==> config.mk <==
export PLATFORM = sky130hd
export DESIGN_NAME = wbf_mac
export DESIGN_NICKNAME = d
export VERILOG_FILES = /design/src/sv/wbf_pkg.sv /design/src/sv/wbf_mac.sv
export SDC_FILE = /design/constraint.sdc
export NUM_CORES = 2
export LEC_CHECK = 0
export BUFFER_PORTS_ARGS = -buffer_cell sky130_fd_sc_hd__buf_2
export CORE_MARGIN = 2
export CORE_UTILIZATION = 66
export CTS_CLUSTER_DIAMETER = 50
export CTS_CLUSTER_SIZE = 28
export DETAILED_ROUTE_END_ITERATION = 12
export GPL_ROUTABILITY_DRIVEN = 0
export PLACE_DENSITY = 0.84
export SLEW_MARGIN = 30
export SYNTH_ARGS = -nofsm -noshare
export SYNTH_HDL_FRONTEND = slang
export SYNTH_SLANG_ARGS = --single-unit
==> constraint.sdc <==
create_clock -name clk -period 7.4 [get_ports clk]
set_input_delay 1.48 -clock clk [delete_from_list [all_inputs] [get_ports clk]]
set_output_delay 1.48 -clock clk [all_outputs]
set_load 0.03 [all_outputs]
==> src/sv/wbf_pkg.sv <==
// ----------------------------------------------------------------------------
// wbf_pkg: shared types and constants of the window brightness force block
// Holds the neighbor weight table, the tap word that travels from the
// sequencer to the multiply-accumulate unit, and the register and request codes.
// ----------------------------------------------------------------------------
`default_nettype none

package wbf_pkg;

  // Offsets run from -8 to 7 at most, so four signed bits always hold them.
  localparam int OFF_W = 4;

  // Weight components are Q.14 and reach +/-16384.
  localparam int WGT_W = 16;

  // Brightness term b = 65536 - p*inverse_divisor, signed.
  localparam int B_W = 25;

  // Product of one weight and one brightness term.
  localparam int PROD_W = 41;

  // Output field widths.
  localparam int FORCE_W = 24;
  localparam int CNT_OUT_W = 7;

  // Request kinds carried in the input tuser.
  localparam logic REQ_WRITE = 1'b0;
  localparam logic REQ_QUERY = 1'b1;

  // Configuration register indexes.
  localparam logic [1:0] CFG_IMAGE_WIDTH = 2'd0;
  localparam logic [1:0] CFG_IMAGE_HEIGHT = 2'd1;
  localparam logic [1:0] CFG_INVERSE_DIVISOR = 2'd2;

  // Magnitude of round(a*16384/(a*a+b*b)), ties away from zero,
  // first index a, second index b, both from 0 to 8.
  localparam logic [14:0] WMAG [0:8][0:8] = '{
    '{15'd0, 15'd0, 15'd0, 15'd0, 15'd0, 15'd0, 15'd0, 15'd0, 15'd0},
    '{15'd16384, 15'd8192, 15'd3277, 15'd1638, 15'd964, 15'd630, 15'd443,
      15'd328, 15'd252},
    '{15'd8192, 15'd6554, 15'd4096, 15'd2521, 15'd1638, 15'd1130, 15'd819,
      15'd618, 15'd482},
    '{15'd5461, 15'd4915, 15'd3781, 15'd2731, 15'd1966, 15'd1446, 15'd1092,
      15'd847, 15'd673},
    '{15'd4096, 15'd3855, 15'd3277, 15'd2621, 15'd2048, 15'd1598, 15'd1260,
      15'd1008, 15'd819},
    '{15'd3277, 15'd3151, 15'd2825, 15'd2409, 15'd1998, 15'd1638, 15'd1343,
      15'd1107, 15'd920},
    '{15'd2731, 15'd2657, 15'd2458, 15'd2185, 15'd1890, 15'd1612, 15'd1365,
      15'd1157, 15'd983},
    '{15'd2341, 15'd2294, 15'd2164, 15'd1977, 15'd1764, 15'd1550, 15'd1349,
      15'd1170, 15'd1015},
    '{15'd2048, 15'd2016, 15'd1928, 15'd1796, 15'd1638, 15'd1473, 15'd1311,
      15'd1160, 15'd1024}
  };

  // One neighbor handed to the multiply-accumulate unit.
  typedef struct packed {
    logic hit;
    logic signed [WGT_W-1:0] wx;
    logic signed [WGT_W-1:0] wy;
  } wbf_tap_t;

  // Signed weight component along num_off for the offset pair.
  function automatic logic signed [WGT_W-1:0] weight_of(
    input logic signed [OFF_W-1:0] num_off,
    input logic signed [OFF_W-1:0] oth_off
  );
    logic [OFF_W-1:0] a_mag;
    logic [OFF_W-1:0] b_mag;
    logic [14:0] mag;
    a_mag = num_off[OFF_W-1] ? OFF_W'(-num_off) : OFF_W'(num_off);
    b_mag = oth_off[OFF_W-1] ? OFF_W'(-oth_off) : OFF_W'(oth_off);
    mag = WMAG[a_mag][b_mag];
    return num_off[OFF_W-1] ? -$signed({1'b0, mag}) : $signed({1'b0, mag});
  endfunction

endpackage

`default_nettype wire

==> src/sv/wbf_mac.sv <==
// ----------------------------------------------------------------------------
// wbf_mac: neighbor multiply-accumulate pipeline
// Turns each read pixel into its brightness term, weights it along x and y
// and adds both products into wide accumulators.
// ----------------------------------------------------------------------------
`default_nettype none

module wbf_mac #(
  parameter int ACC_W = 48
) (
  input  wire logic                    clk,
  input  wire logic                    rst,
  input  wire logic                    clear,
  input  wire logic [15:0]             inverse_divisor,
  input  wire wbf_pkg::wbf_tap_t       tap_in,
  input  wire logic [7:0]              pixel,
  output logic                         busy,
  output logic signed [ACC_W-1:0]      sum_x,
  output logic signed [ACC_W-1:0]      sum_y
);

  import wbf_pkg::*;

  wbf_tap_t tap1;
  wbf_tap_t tap2;
  logic signed [B_W-1:0] bright;
  logic hit3;
  logic signed [PROD_W-1:0] prod_x;
  logic signed [PROD_W-1:0] prod_y;
  logic [23:0] scaled;

  assign scaled = 24'(pixel) * 24'(inverse_divisor);

  // Stage 1 lines the tap up with the pixel coming out of the store.
  // Stage 2 forms the brightness term, stage 3 the two products.
  always_ff @(posedge clk) begin
    if (rst) begin
      tap1.hit <= 1'b0;
      tap2.hit <= 1'b0;
      hit3 <= 1'b0;
    end else begin
      tap1.hit <= tap_in.hit;
      tap2.hit <= tap1.hit;
      hit3 <= tap2.hit;
    end
    tap1.wx <= tap_in.wx;
    tap1.wy <= tap_in.wy;
    tap2.wx <= tap1.wx;
    tap2.wy <= tap1.wy;
    bright <= B_W'(65536) - $signed({1'b0, scaled});
    prod_x <= PROD_W'(tap2.wx) * PROD_W'(bright);
    prod_y <= PROD_W'(tap2.wy) * PROD_W'(bright);
  end

  // Accumulators, cleared when a query starts.
  always_ff @(posedge clk) begin
    if (clear) begin
      sum_x <= '0;
      sum_y <= '0;
    end else if (hit3) begin
      sum_x <= sum_x + ACC_W'(prod_x);
      sum_y <= sum_y + ACC_W'(prod_y);
    end
  end

  assign busy = tap1.hit | tap2.hit | hit3;

endmodule

`default_nettype wire

==> metrics <==
post-synthesis xor/xnor area fraction=3.491%; CP top delay family=adder cells; synth unique cells=86; Largest stage delay, worst path=0.87 ns; Area Growth Syn to Fin=7.188%; Critical Path Slowest Stage Cell=dfxtp_1; top-area cell type share of the netlist area=38.73%; I/O Pins=between 150 and 200; row count=95; most common cell in the synthesized netlist=inv_1; fillers=4,821; die area=around 70,000 µm²; DR iter-0 viols=2,652; Mean Syn Cell Area=between 8 and 9 µm²; register area share after synthesis=between 10 and 15%; grt total ovfl=0; Fin Setup TNS=0 ns; Post-Route Skew=0.02396 ns; Tmin final=7.001 ns; Post-Synth Simple-Gate Area=15.47%; crit-path cells=buf_4, nand2_1, fa_1, inv_1, fa_1, fa_1, fa_1, fa_1, inv_1, fa_1, inv_1, ha_1, a21o_1, a21oi_1, o22ai_1, nor4_1, o31ai_1, a32oi_1, buf_4, o22ai_1, o21a_1, o2111ai_1, o2111ai_1; deepest clock path buffer count=3; Post-DRT Antenna Nets=0; Post-CTS Hold Fix Bufs=0; part of the cycle the worst path needs=94.60%; kind of critical path=reg -> reg; CTS tree=built; starting density of the core=66.62%; Cells after Synth=roughly 5,000; EDFF count, synth=0; Final WS setup=about 0.4 ns; I/O Buffers=156; ys flop type=dfxtp_1; # setup viols final=0; first-pass GRT wire length=177,300 µm; Synth warnings=0; Max-slew headroom=27.55%; RSZ-0062 raised after global routing=no; Die Ht=264.1 µm; post-synthesis adder-cell area fraction=48.67%; clk_lat worst skew=0.58 ns; largest family of logic cells by synthesized area=adder cells; Net Count, Synth=around 6,200; Least-Margin Pin Slew=1.084 ns; vias in the first global route=35,770; # placed instances=5,879; Worst path most repeated cell=fa_1; mux contribution to synthesized area=1.210%; largest net degree at the start of global routing=59; Synth area leader=fa_1; compound-gate portion of the synthesized area=8.550%; HP Class=reg -> reg; nets=6,326; status=completed; Yosys reg bits=270; WL/cell=18.06 µm; 1st-pass router iterations=8; H-tree levels=2; Synth async-reset ratio=0%; Post-Route WL=107,500 µm; Via-to-Cell Ratio=5.747; Resized Gates After CTS=0; layout cells sized above 1=6.932%; Synth Cell Area=44,660 µm²; Worst EP arrival=7.43 ns; # clock sinks=270; core area=67,040 µm²; total track usage=31.59%; Final Hold Vio Count=0; pre-CTS setup slack=0.5142 ns; Worst Setup End Kind=flop; Via Count=34,210; clock root buffer=clkbuf_16; CP required=7.83 ns; setup bufs post-CTS=0; post-layout util=approximately 71%; MaxCap Viol Count=0; fin cells=around 6,000; Post-DP HPWL=85,190 µm; number of buffers created by CTS=39; Buf/Inv on CP=5; crit path launch type=flop; CP Max Fanout=22; number of remaining DRC errors=0; Slew Limit Fails=0; initial antenna violation count=1; Clk pin slew, worst setup/hold paths=approximately 0.060 ns; chip width=264.1 µm; Peak Freq=142.8 MHz; top post-synthesis cells by count=1,047 x inv_1, 864 x fa_1, 592 x nand2_1; top post-synthesis cells by area=fa_1 39%, dfxtp_1 12%, ha_1 9.9%
[routing by layer]
metal / vias up / wire length (µm) / track usage, %
met5: - / 0 / 0
met3: 271 / 9507 / 5.565
li1: 15340 / - / -
met4: 0 / 3977 / 11.67
met2: 1546 / 51020 / 52.21
met1: 17060 / 42960 / 41.98
[layout by cell type, fill, tap and decap left out, types with 28 or more instances in the layout]
cell and count:
inv_1 1047, fa_1 864, nand2_1 592, and2_1 420, ha_1 355, dfxtp_1 265, nor2_1 202, a21oi_1 163
buf_2 155, xnor2_1 126, a21o_1 87, buf_4 86, o21ai_0 84, xor2_1 52, mux2i_1 51, nand3_1 47
clkbuf_16 40, nand2b_1 34, o21bai_1 33, nor3_1 30, a31oi_1 28
[state kept, by name, summed over array words and instances (netlist names)]
name    count
prod_x     41
tap2       33
hit3        1
sum_y      48
sum_x      48
tap1       33
bright     25
prod_y     41
[worst paths after layout]
check,start,to,slack [ns],depth (start not counted)
worst min register to register,tap1[26]$_DFF_P_,tap2[26]$_DFF_P_,0.33,0
worst max-delay path,bright[7]$_DFF_P_,prod_x[39]$_DFF_P_,0.40,23
worst min-delay path,tap1[26]$_DFF_P_,tap2[26]$_DFF_P_,0.33,0
worst max register to register,bright[7]$_DFF_P_,prod_x[39]$_DFF_P_,0.40,23
[stage by stage]
step / area, µm² / hold WS (ns)
global route: 47870 / 0.3304
CTS: 47870 / 0.3267
floorplan: 44660 / 0.3096
detailed placement: 46420 / 0.3121
global placement: 46420 / 0.3103
finish: 47870 / 0.3269
[layout make-up]
| cell class | instances | area (µm²) | share of cell area (%) |
|---|---|---|---|
| well taps | 873 | 1092 | 2.282 |
| flip-flops and latches | 270 | 5414 | 11.31 |
| diodes | 1 | 2.502 | 0.005227 |
| clock inverters | 28 | 389.1 | 0.8128 |
| clock buffers | 44 | 1056 | 2.206 |
| repair buffers | 241 | 1421 | 2.969 |
| multi-input cells | 3448 | 34570 | 72.21 |
| inverters | 1047 | 3930 | 8.209 |
[logic make-up (layout without fill, tap and decap cells)]
family | count (synthesis) | after routing
buffers and inverters | 1246 | 1360
other | 0 | 1
adders and majority gates | 1219 | 1219
xor gates and xnor gates | 178 | 178
and+or+nand+nor | 1428 | 1428
DFF | 270 | 270
AOI/OAI and AO/OA | 570 | 570
muxes | 53 | 53
[worst register-to-register path: stages (launching register included)]
cell and delay (ns):
dfxtp_1 0.87, buf_4 0.33, nand2_1 0.11, fa_1 0.54
inv_1 0.05, fa_1 0.55, fa_1 0.43, fa_1 0.46
fa_1 0.52, inv_1 0.06, fa_1 0.50, inv_1 0.06
ha_1 0.36, a21o_1 0.19, a21oi_1 0.20, o22ai_1 0.12
nor4_1 0.24, o31ai_1 0.23, a32oi_1 0.25, buf_4 0.18
o22ai_1 0.11, o21a_1 0.20, o2111ai_1 0.18, o2111ai_1 0.14
Power is left out: the tool's default activity adds up to more than one toggle a clock period on the data nets, which glitch-free logic cannot reach.
