### src/sv/wbf_divider.sv
// ----------------------------------------------------------------------------
// wbf_divider: restoring divider, two lanes over one divisor
// Produces one quotient bit per lane and cycle; both lanes share the count.
// ----------------------------------------------------------------------------
`default_nettype none

module wbf_divider #(
  parameter int NUM_W = 32,
  parameter int DEN_W = 7
) (
  input  wire logic             clk,
  input  wire logic             rst,
  input  wire logic             start,
  input  wire logic [NUM_W-1:0] num_a,
  input  wire logic [NUM_W-1:0] num_b,
  input  wire logic [DEN_W-1:0] den,
  output logic                  done,
  output logic      [NUM_W-1:0] quo_a,
  output logic      [NUM_W-1:0] quo_b
);

  localparam int STEP_W = $clog2(NUM_W + 1);

  logic busy;
  logic [STEP_W-1:0] steps;
  logic [DEN_W-1:0] den_q;
  logic [DEN_W-1:0] rem_a;
  logic [DEN_W-1:0] rem_b;
  logic [DEN_W:0] trial_a;
  logic [DEN_W:0] trial_b;
  logic ge_a;
  logic ge_b;
  logic [DEN_W-1:0] rem_a_next;
  logic [DEN_W-1:0] rem_b_next;

  // One trial subtraction per lane.
  always_comb begin
    trial_a = {rem_a, quo_a[NUM_W-1]};
    trial_b = {rem_b, quo_b[NUM_W-1]};
    ge_a = trial_a >= {1'b0, den_q};
    ge_b = trial_b >= {1'b0, den_q};
    rem_a_next = ge_a ? DEN_W'(trial_a - {1'b0, den_q}) : trial_a[DEN_W-1:0];
    rem_b_next = ge_b ? DEN_W'(trial_b - {1'b0, den_q}) : trial_b[DEN_W-1:0];
  end

  // The quotient registers start with the dividends and shift bits in.
  always_ff @(posedge clk) begin
    if (rst) begin
      busy <= 1'b0;
      done <= 1'b0;
      steps <= '0;
    end else begin
      done <= busy && !start && (steps == STEP_W'(1));
      if (start) begin
        busy <= 1'b1;
        steps <= STEP_W'(NUM_W);
      end else if (busy) begin
        steps <= steps - 1'b1;
        if (steps == STEP_W'(1)) begin
          busy <= 1'b0;
        end
      end
    end
    if (start) begin
      quo_a <= num_a;
      quo_b <= num_b;
      rem_a <= '0;
      rem_b <= '0;
      den_q <= den;
    end else if (busy) begin
      quo_a <= {quo_a[NUM_W-2:0], ge_a};
      quo_b <= {quo_b[NUM_W-2:0], ge_b};
      rem_a <= rem_a_next;
      rem_b <= rem_b_next;
    end
  end

endmodule

`default_nettype wire

### config.mk
export PLATFORM = sky130hd
export DESIGN_NAME = wbf_divider
export DESIGN_NICKNAME = d
export VERILOG_FILES = /design/src/sv/wbf_divider.sv
export SDC_FILE = /design/constraint.sdc
export NUM_CORES = 1
export LEC_CHECK = 0
export ABC_AREA = 1
export BUFFER_PORTS_ARGS = -buffer_cell sky130_fd_sc_hd__buf_2
export CORE_UTILIZATION = 30
export DETAILED_ROUTE_END_ITERATION = 10
export REMOVE_ABC_BUFFERS = 1
export SYNTH_ARGS = -nofsm -noshare
export SYNTH_HDL_FRONTEND = slang
export SYNTH_SLANG_ARGS = --single-unit
### constraint.sdc
create_clock -name clk -period 4.6 [get_ports clk]
set_clock_uncertainty 0.2 [all_clocks]
set_input_delay 0.92 -clock clk [delete_from_list [all_inputs] [get_ports clk]]
set_output_delay 0.92 -clock clk [all_outputs]
set_load 0.1 [all_outputs]
==> results of run 1 <==
critical path, delay by kind of cell:
kind	cells	cell delay [ns]
AND/OR/NAND/NOR	2	0.13
buffers and inverters	4	1.57
layout make-up:
type,instances,area (um2)
inverter,50,188
fill,1605,9340
clock inverter,7,72.6
clock buffer,9,225
tap,211,264
multi-input combinational,396,1870
timing repair buffer,142,721
sequential,93,2570
flip-flops by register name, indices dropped and copies added (netlist names):
| register | count |
|---|---|
| den_q | 7 |
| steps | 6 |
| rem_b | 7 |
| quo_a | 32 |
| busy | 1 |
| quo_b | 32 |
| rem_a | 7 |
| done | 1 |
routing by layer:
layer	global-route usage, %	wire, um
met1	20.5	5540
met2	23.7	5300
met3	2.81	794
met4	6.16	150
met5	0	0
how the worst max path moves through the flow:
stage                      to  startpoint  cells after the start
finish              quo_b[13]       start                      6
global route        quo_a[11]       start                      6
CTS                 quo_b[13]       start                      6
detailed placement  quo_a[11]       start                      6
global placement    quo_a[13]       start                      6
floorplan            quo_a[0]       start                      2
report_power, final:
part | switching, mW | internal [mW] | leakage (nW) | total (mW)
clock | 0.329 | 0.424 | 0.144 | 0.753
combinational | 0.632 | 0.147 | 1.94 | 0.779
sequential | 0.0522 | 0.999 | 0.905 | 1.05
cells by family (layout without fill, tap and decap cells):
kind of cell	Yosys count	after routing
simple gates	360	360
flops	93	93
buf+inv	66	208
fa+ha+maj	18	18
compound gates	13	13
xor+xnor	5	5
cells in the mapped netlist:
cell type  instances  area [um2]
nor3_1             5        25.0
or2_4              2        17.5
a31oi_1            3        18.8
nor2_1            22        82.6
fa_1               2        40.0
nand2_1          279        1050
nand2_2            1        6.26
inv_1             49         184
dfxtp_1           22         440
nand3_1           34         170
nand4_1            4        25.0
clkinv_1           1        3.75
clkbuf_1          11        41.3
o21ai_0            3        15.0
nor2_4             1        11.3
nand3_4            2        35.0
a21oi_4            2        32.5
edfxtp_1          71        2130
xor2_1             5        43.8
buf_2              2        10.0
buf_1              2        7.51
nand3b_1           9        67.6
buf_6              1        11.3
ha_1              16         200
a211oi_1           2        15.0
nor4_1             1        6.26
a21oi_1            3        15.0
==> flow_metrics.py, run 1 <==
metrics = {
    "place": {
        "dp_cells": 892,
        "port_buffers": 138,
        "dpl_worst_slack_ns": 1.45,
        "placed_cell_area_um2": 5620,
        "place_congestion": 0.790,
        "hpwl_mm": 8.64,
    },
    "power_and_ir_drop": {
        "peakVddDrop_mv": 0.237,
        "p_per_area_nw_per_um2": 436,
        "p_leak_nw": 2.99,
        "total_power_mw": 2.58,
    },
    "worst_hold_path": {
        "hold_class": "flop to flop",
        "hold_start": "rem_b[5]",
        "holdPathEnd": "rem_b[5]",
        "whs_path_depth": 2,
    },
    "clocking": {
        "cts_resized": 0,
        "hold_buffers": 0,
        "path_clk_slew_ns": 0.07,
        "insertion_delay_ns": 0.34,
        "clockBufferDepth": 2,
        "numClockSinks": 93,
        "cts_made_buffers": 9,
        "cts_root_buf": "clkbuf_16",
        "cts_max_level": 3,
        "post_cts_buffers": 0,
        "cts_tree": "done",
    },
    "yosys": {
        "synth_adder_area_share_pct": 5.11,
        "synth_area_um2": 4700,
        "yosys_warnings": 0,
        "ys_seq_elements": 93,
        "seq_area_frac_synth_pct": 54.7,
        "synth_mux_area_share_pct": 0,
        "synth_compound_area_share_pct": 2.05,
        "syn_inst": 555,
        "synthSimpleGateAreaFrac_pct": 31.8,
        "synth_xor_area_share_pct": 0.931,
        "syn_area_per_cell_um2": 8.48,
        "synth_top_family_by_area": "simple AND/OR/NAND/NOR gates",
        "synth_cell_types": 27,
    },
    "global_route": {
        "grt_pass1_wl_mm": 19.0,
        "grt_remaining_overflow": 0,
        "grt_max_degree": 72,
        "antenna_found_initial": 0,
        "grt_pass1_vias": 3767,
        "track_usage_pct": 15.1,
    },
    "timing": {
        "finalCriticalPeriod_ns": 2.76,
        "fin_crit_sh_pct": 59.9,
        "worst_pin_slew_ns": 0.784,
        "worst_hold_slack_ns": 0.270,
        "fin_setup_tns_ns": 0,
        "setup_viol": 0,
        "rsz0062_at_grt": "false",
        "setup_slack_ns": 1.84,
        "slew-limit-headroom_pct": 47.6,
        "fmax_mhz": 363,
        "slew_viol_final": 0,
        "hold_viol_final": 0,
    },
    "finish": {
        "mostFrequentLayoutCells": "nand2_1 (279), buf_2 (138), edfxtp_1 (71)",
        "layout-drive-gt1-share_pct": 24.0,
        "n_antenna_cell": 0,
        "final_net_count": 784,
        "syn2layout_area_growth_pct": 25.8,
        "instances_no_fill": 908,
        "layout_commonest_cell": "nand2_1",
        "stdcell_area_um2": 5920,
        "fin_util_pct": 38.8,
    },
    "floorplan": {
        "dieArea_um2": 16200,
        "row_count": 45,
        "core_area_um2": 15300,
        "dieWidth_um": 127,
        "fp.dieH_um": 127,
        "io_pins": 139,
        "start_util_pct": 30.8,
    },
    "route": {
        "routedWlPerCell_um": 13.0,
        "vias": 4041,
        "dr.pass1.iters": 4,
        "totalWireLength_mm": 11.8,
        "via_per_inst": 4.45,
        "detail-route-antenna-nets": 0,
        "drt_iter0_markers": 217,
        "drc_errors": 0,
    },
    "critical_path": {
        "path_class": "primary input to flop",
        "r2r-start": "busy",
        "arrival_ns": 2.66,
        "worstPathCellList": "buf_2 > buf_4 > inv_2 > buf_4 > nand2_1 > nand2_1",
        "cp_slowest_cell": "buf_4",
        "worstSetupStartpointType": "primary input",
        "critPathRequiredTime_ns": 4.50,
        "r2r-end": "quo_a[27]",
        "cp_max_fo": 71,
        "cpPeakStageDelay_ns": 0.58,
        "r2r_slack_ns": 2.19,
        "worstRegToRegCells": 4,
        "worstSetupEndpointType": "flop",
    },
    "job": {
        "drv_cap": 0,
    },
    "status": {
        "outcome": "finished, final reports clean",
    },
}
Power figures use the tool's default switching activity.
==> run 2: changes to the inputs <==
Clock period 4.6 ns to 2.5 ns, I/O delays scaled along.
==> run 2 against run 1 <==
Compared with the run above:
- sequential power grew 83%
- highest routed layer unchanged
- flip-flop and latch count is the same
- critical endpoint is now rem_b[0]
- clock power grew 85%
- clock-buffer cell count is the same
- critical path type is now flop to flop
- die area is the same
==> flow_metrics.py, run 2 (synthesis gave the netlist of run 1 again) <==
metrics = {
    "route": {
        "vias": 3971,
        "detail-route-antenna-nets": 0,
        "drt_iter0_markers": 127,
        "drc_errors": 0,
        "dr.pass1.iters": 4,
        "via_per_inst": 4.36,
        "routedWlPerCell_um": 12.7,
        "totalWireLength_mm": 11.6,
    },
    "timing": {
        "hold_viol_final": 0,
        "fin_crit_sh_pct": 86.2,
        "finalCriticalPeriod_ns": 2.15,
        "setup_viol": 0,
        "slew_viol_final": 0,
        "fmax_mhz": 464,
        "rsz0062_at_grt": "false",
        "worst_pin_slew_ns": 0.525,
        "slew-limit-headroom_pct": 65.2,
    },
    "floorplan": {
        "core_area_um2": 15300,
        "dieArea_um2": 16200,
        "io_pins": 139,
        "start_util_pct": 30.8,
        "dieWidth_um": 127,
        "fp.dieH_um": 127,
        "row_count": 45,
    },
    "place": {
        "place_congestion": 0.802,
        "hpwl_mm": 8.53,
        "port_buffers": 138,
        "dp_cells": 895,
    },
    "critical_path": {
        "cp_top_family": "adder cells",
        "path_buf_inv": 2,
        "worstSetupEndpointType": "flop",
        "arrival_ns": 2.22,
        "cp_slowest_cell": "fa_1",
        "critPathRequiredTime_ns": 2.56,
        "path_class": "flop to flop",
        "crit_cells": 12,
        "r2r_slack_ns": 0.35,
        "r2r-start": "quo_b[31]",
        "worstPathCellList": "inv_1 > ha_1 > fa_1 > inv_1 > nand2_1 > nand2_1 > nand2_1 > nand2_1 > nand2_1 > nand3_1 > nand3_1 > o21ai_0",
        "r2r-end": "rem_b[0]",
        "worstRegToRegCells": 12,
        "worst_path_most_repeated_cell": "nand2_1",
        "cpPeakStageDelay_ns": 0.41,
        "crit_start": "quo_b[31]",
        "endpoint": "rem_b[0]",
        "worstSetupStartpointType": "flop",
        "cp_max_fo": 8,
    },
    "clocking": {
        "post_cts_buffers": 0,
        "insertion_delay_ns": 0.35,
        "numClockSinks": 93,
        "cts_max_level": 3,
        "cts_made_buffers": 9,
        "cts_tree": "done",
        "clockBufferDepth": 2,
        "path_clk_slew_ns": 0.07,
        "hold_buffers": 0,
        "cts_resized": 0,
        "cts_root_buf": "clkbuf_16",
    },
    "finish": {
        "final_net_count": 787,
        "layout_commonest_cell": "nand2_1",
        "syn2layout_area_growth_pct": 26.8,
        "layout-drive-gt1-share_pct": 24.3,
        "largestRegisters": "quo_a x32, quo_b x32",
        "instances_no_fill": 911,
        "fin_util_pct": 39.1,
        "mostFrequentLayoutCells": "nand2_1 (279), buf_2 (138), edfxtp_1 (71)",
        "fillers": 1605,
        "n_antenna_cell": 0,
    },
    "global_route": {
        "grt_pass1_wl_mm": 18.9,
        "antenna_found_initial": 0,
        "grt_remaining_overflow": 0,
        "track_usage_pct": 15.1,
        "grt_max_degree": 48,
        "grt_pass1_vias": 3754,
    },
    "worst_hold_path": {
        "hold_class": "primary input to flop",
    },
    "power_and_ir_drop": {
        "p_per_area_nw_per_um2": 797,
        "peakVddDrop_mv": 0.416,
        "p_leak_nw": 3.01,
        "total_power_mw": 4.75,
    },
    "job": {
        "drv_cap": 0,
    },
    "status": {
        "outcome": "finished, final reports clean",
    },
}
[run 2: cell count changes in the layout (fill, tap and decap cells not counted)]
| cell | change |
|---|---|
| buf_12 | +2 |
| buf_4 | +1 |
| clkinvlp_4 | +1 |
| inv_6 | -2 |
| inv_8 | +1 |
[run 2: power breakdown]
group | switching [mW] | internal, mW
clock | 0.608 | 0.779
sequential | 0.0852 | 1.84
combinational | 1.17 | 0.278
[run 2: worst reg2reg max path, delay by kind of cell, from the launching register on]
family / cells / cell delay (ns)
flip-flops: 1 / 0.35
adder cells (fa/ha/maj): 2 / 0.64
buffers and inverters: 2 / 0.15
AO/OA/AOI/OAI: 1 / 0.09
AND/OR/NAND/NOR: 7 / 0.64
[run 2: metrics by stage]
stage / worst slack, ns / hold slack [ns] / setup TNS, ns / cell area (um2)
3_3_place_gp: 0.417 / 0.264 / 0 / 5670
2_1_floorplan: -0.177 / 0.243 / -7.01 / 4630
5_1_grt: 0.155 / 0.117 / 0 / 5970
3_5_place_dp: 0.362 / 0.265 / 0 / 5670
6_report: 0.346 / 0.127 / 0 / 5970
4_1_cts: 0.335 / 0.116 / 0 / 5970
[run 2: area by class of cell]
cell class	count	area (um2)	area share [%]
clock buffers	9	225	3.78
clock inverters	7	73.8	1.24
repair buffers	145	768	12.9
well taps	211	264	4.43
inverters	50	188	3.15
flip-flops and latches	93	2570	43.1
multi-input cells	396	1870	31.4
[run 2: worst min-delay path by stage]
stage / startpoint / end / depth (start not counted) / slack (ns)
after floorplan: rem_a[2] / rem_a[2] / 2 / 0.24
after global placement: rem_a[6] / rem_a[6] / 2 / 0.26
after detailed placement: rem_a[3] / rem_a[3] / 2 / 0.26
after CTS: den[2] / den_q[2] / 1 / 0.12
after global routing: den[2] / den_q[2] / 1 / 0.12
final: den[2] / den_q[2] / 1 / 0.13
[run 2: layer usage]
layer,share of wire [%],track usage (%),vias up
li1,-,-,2059
met1,44,18.7,1796
met4,1.0,5.04,0
met3,8.4,5.74,8
met2,46,24.1,108
met5,0,0,-
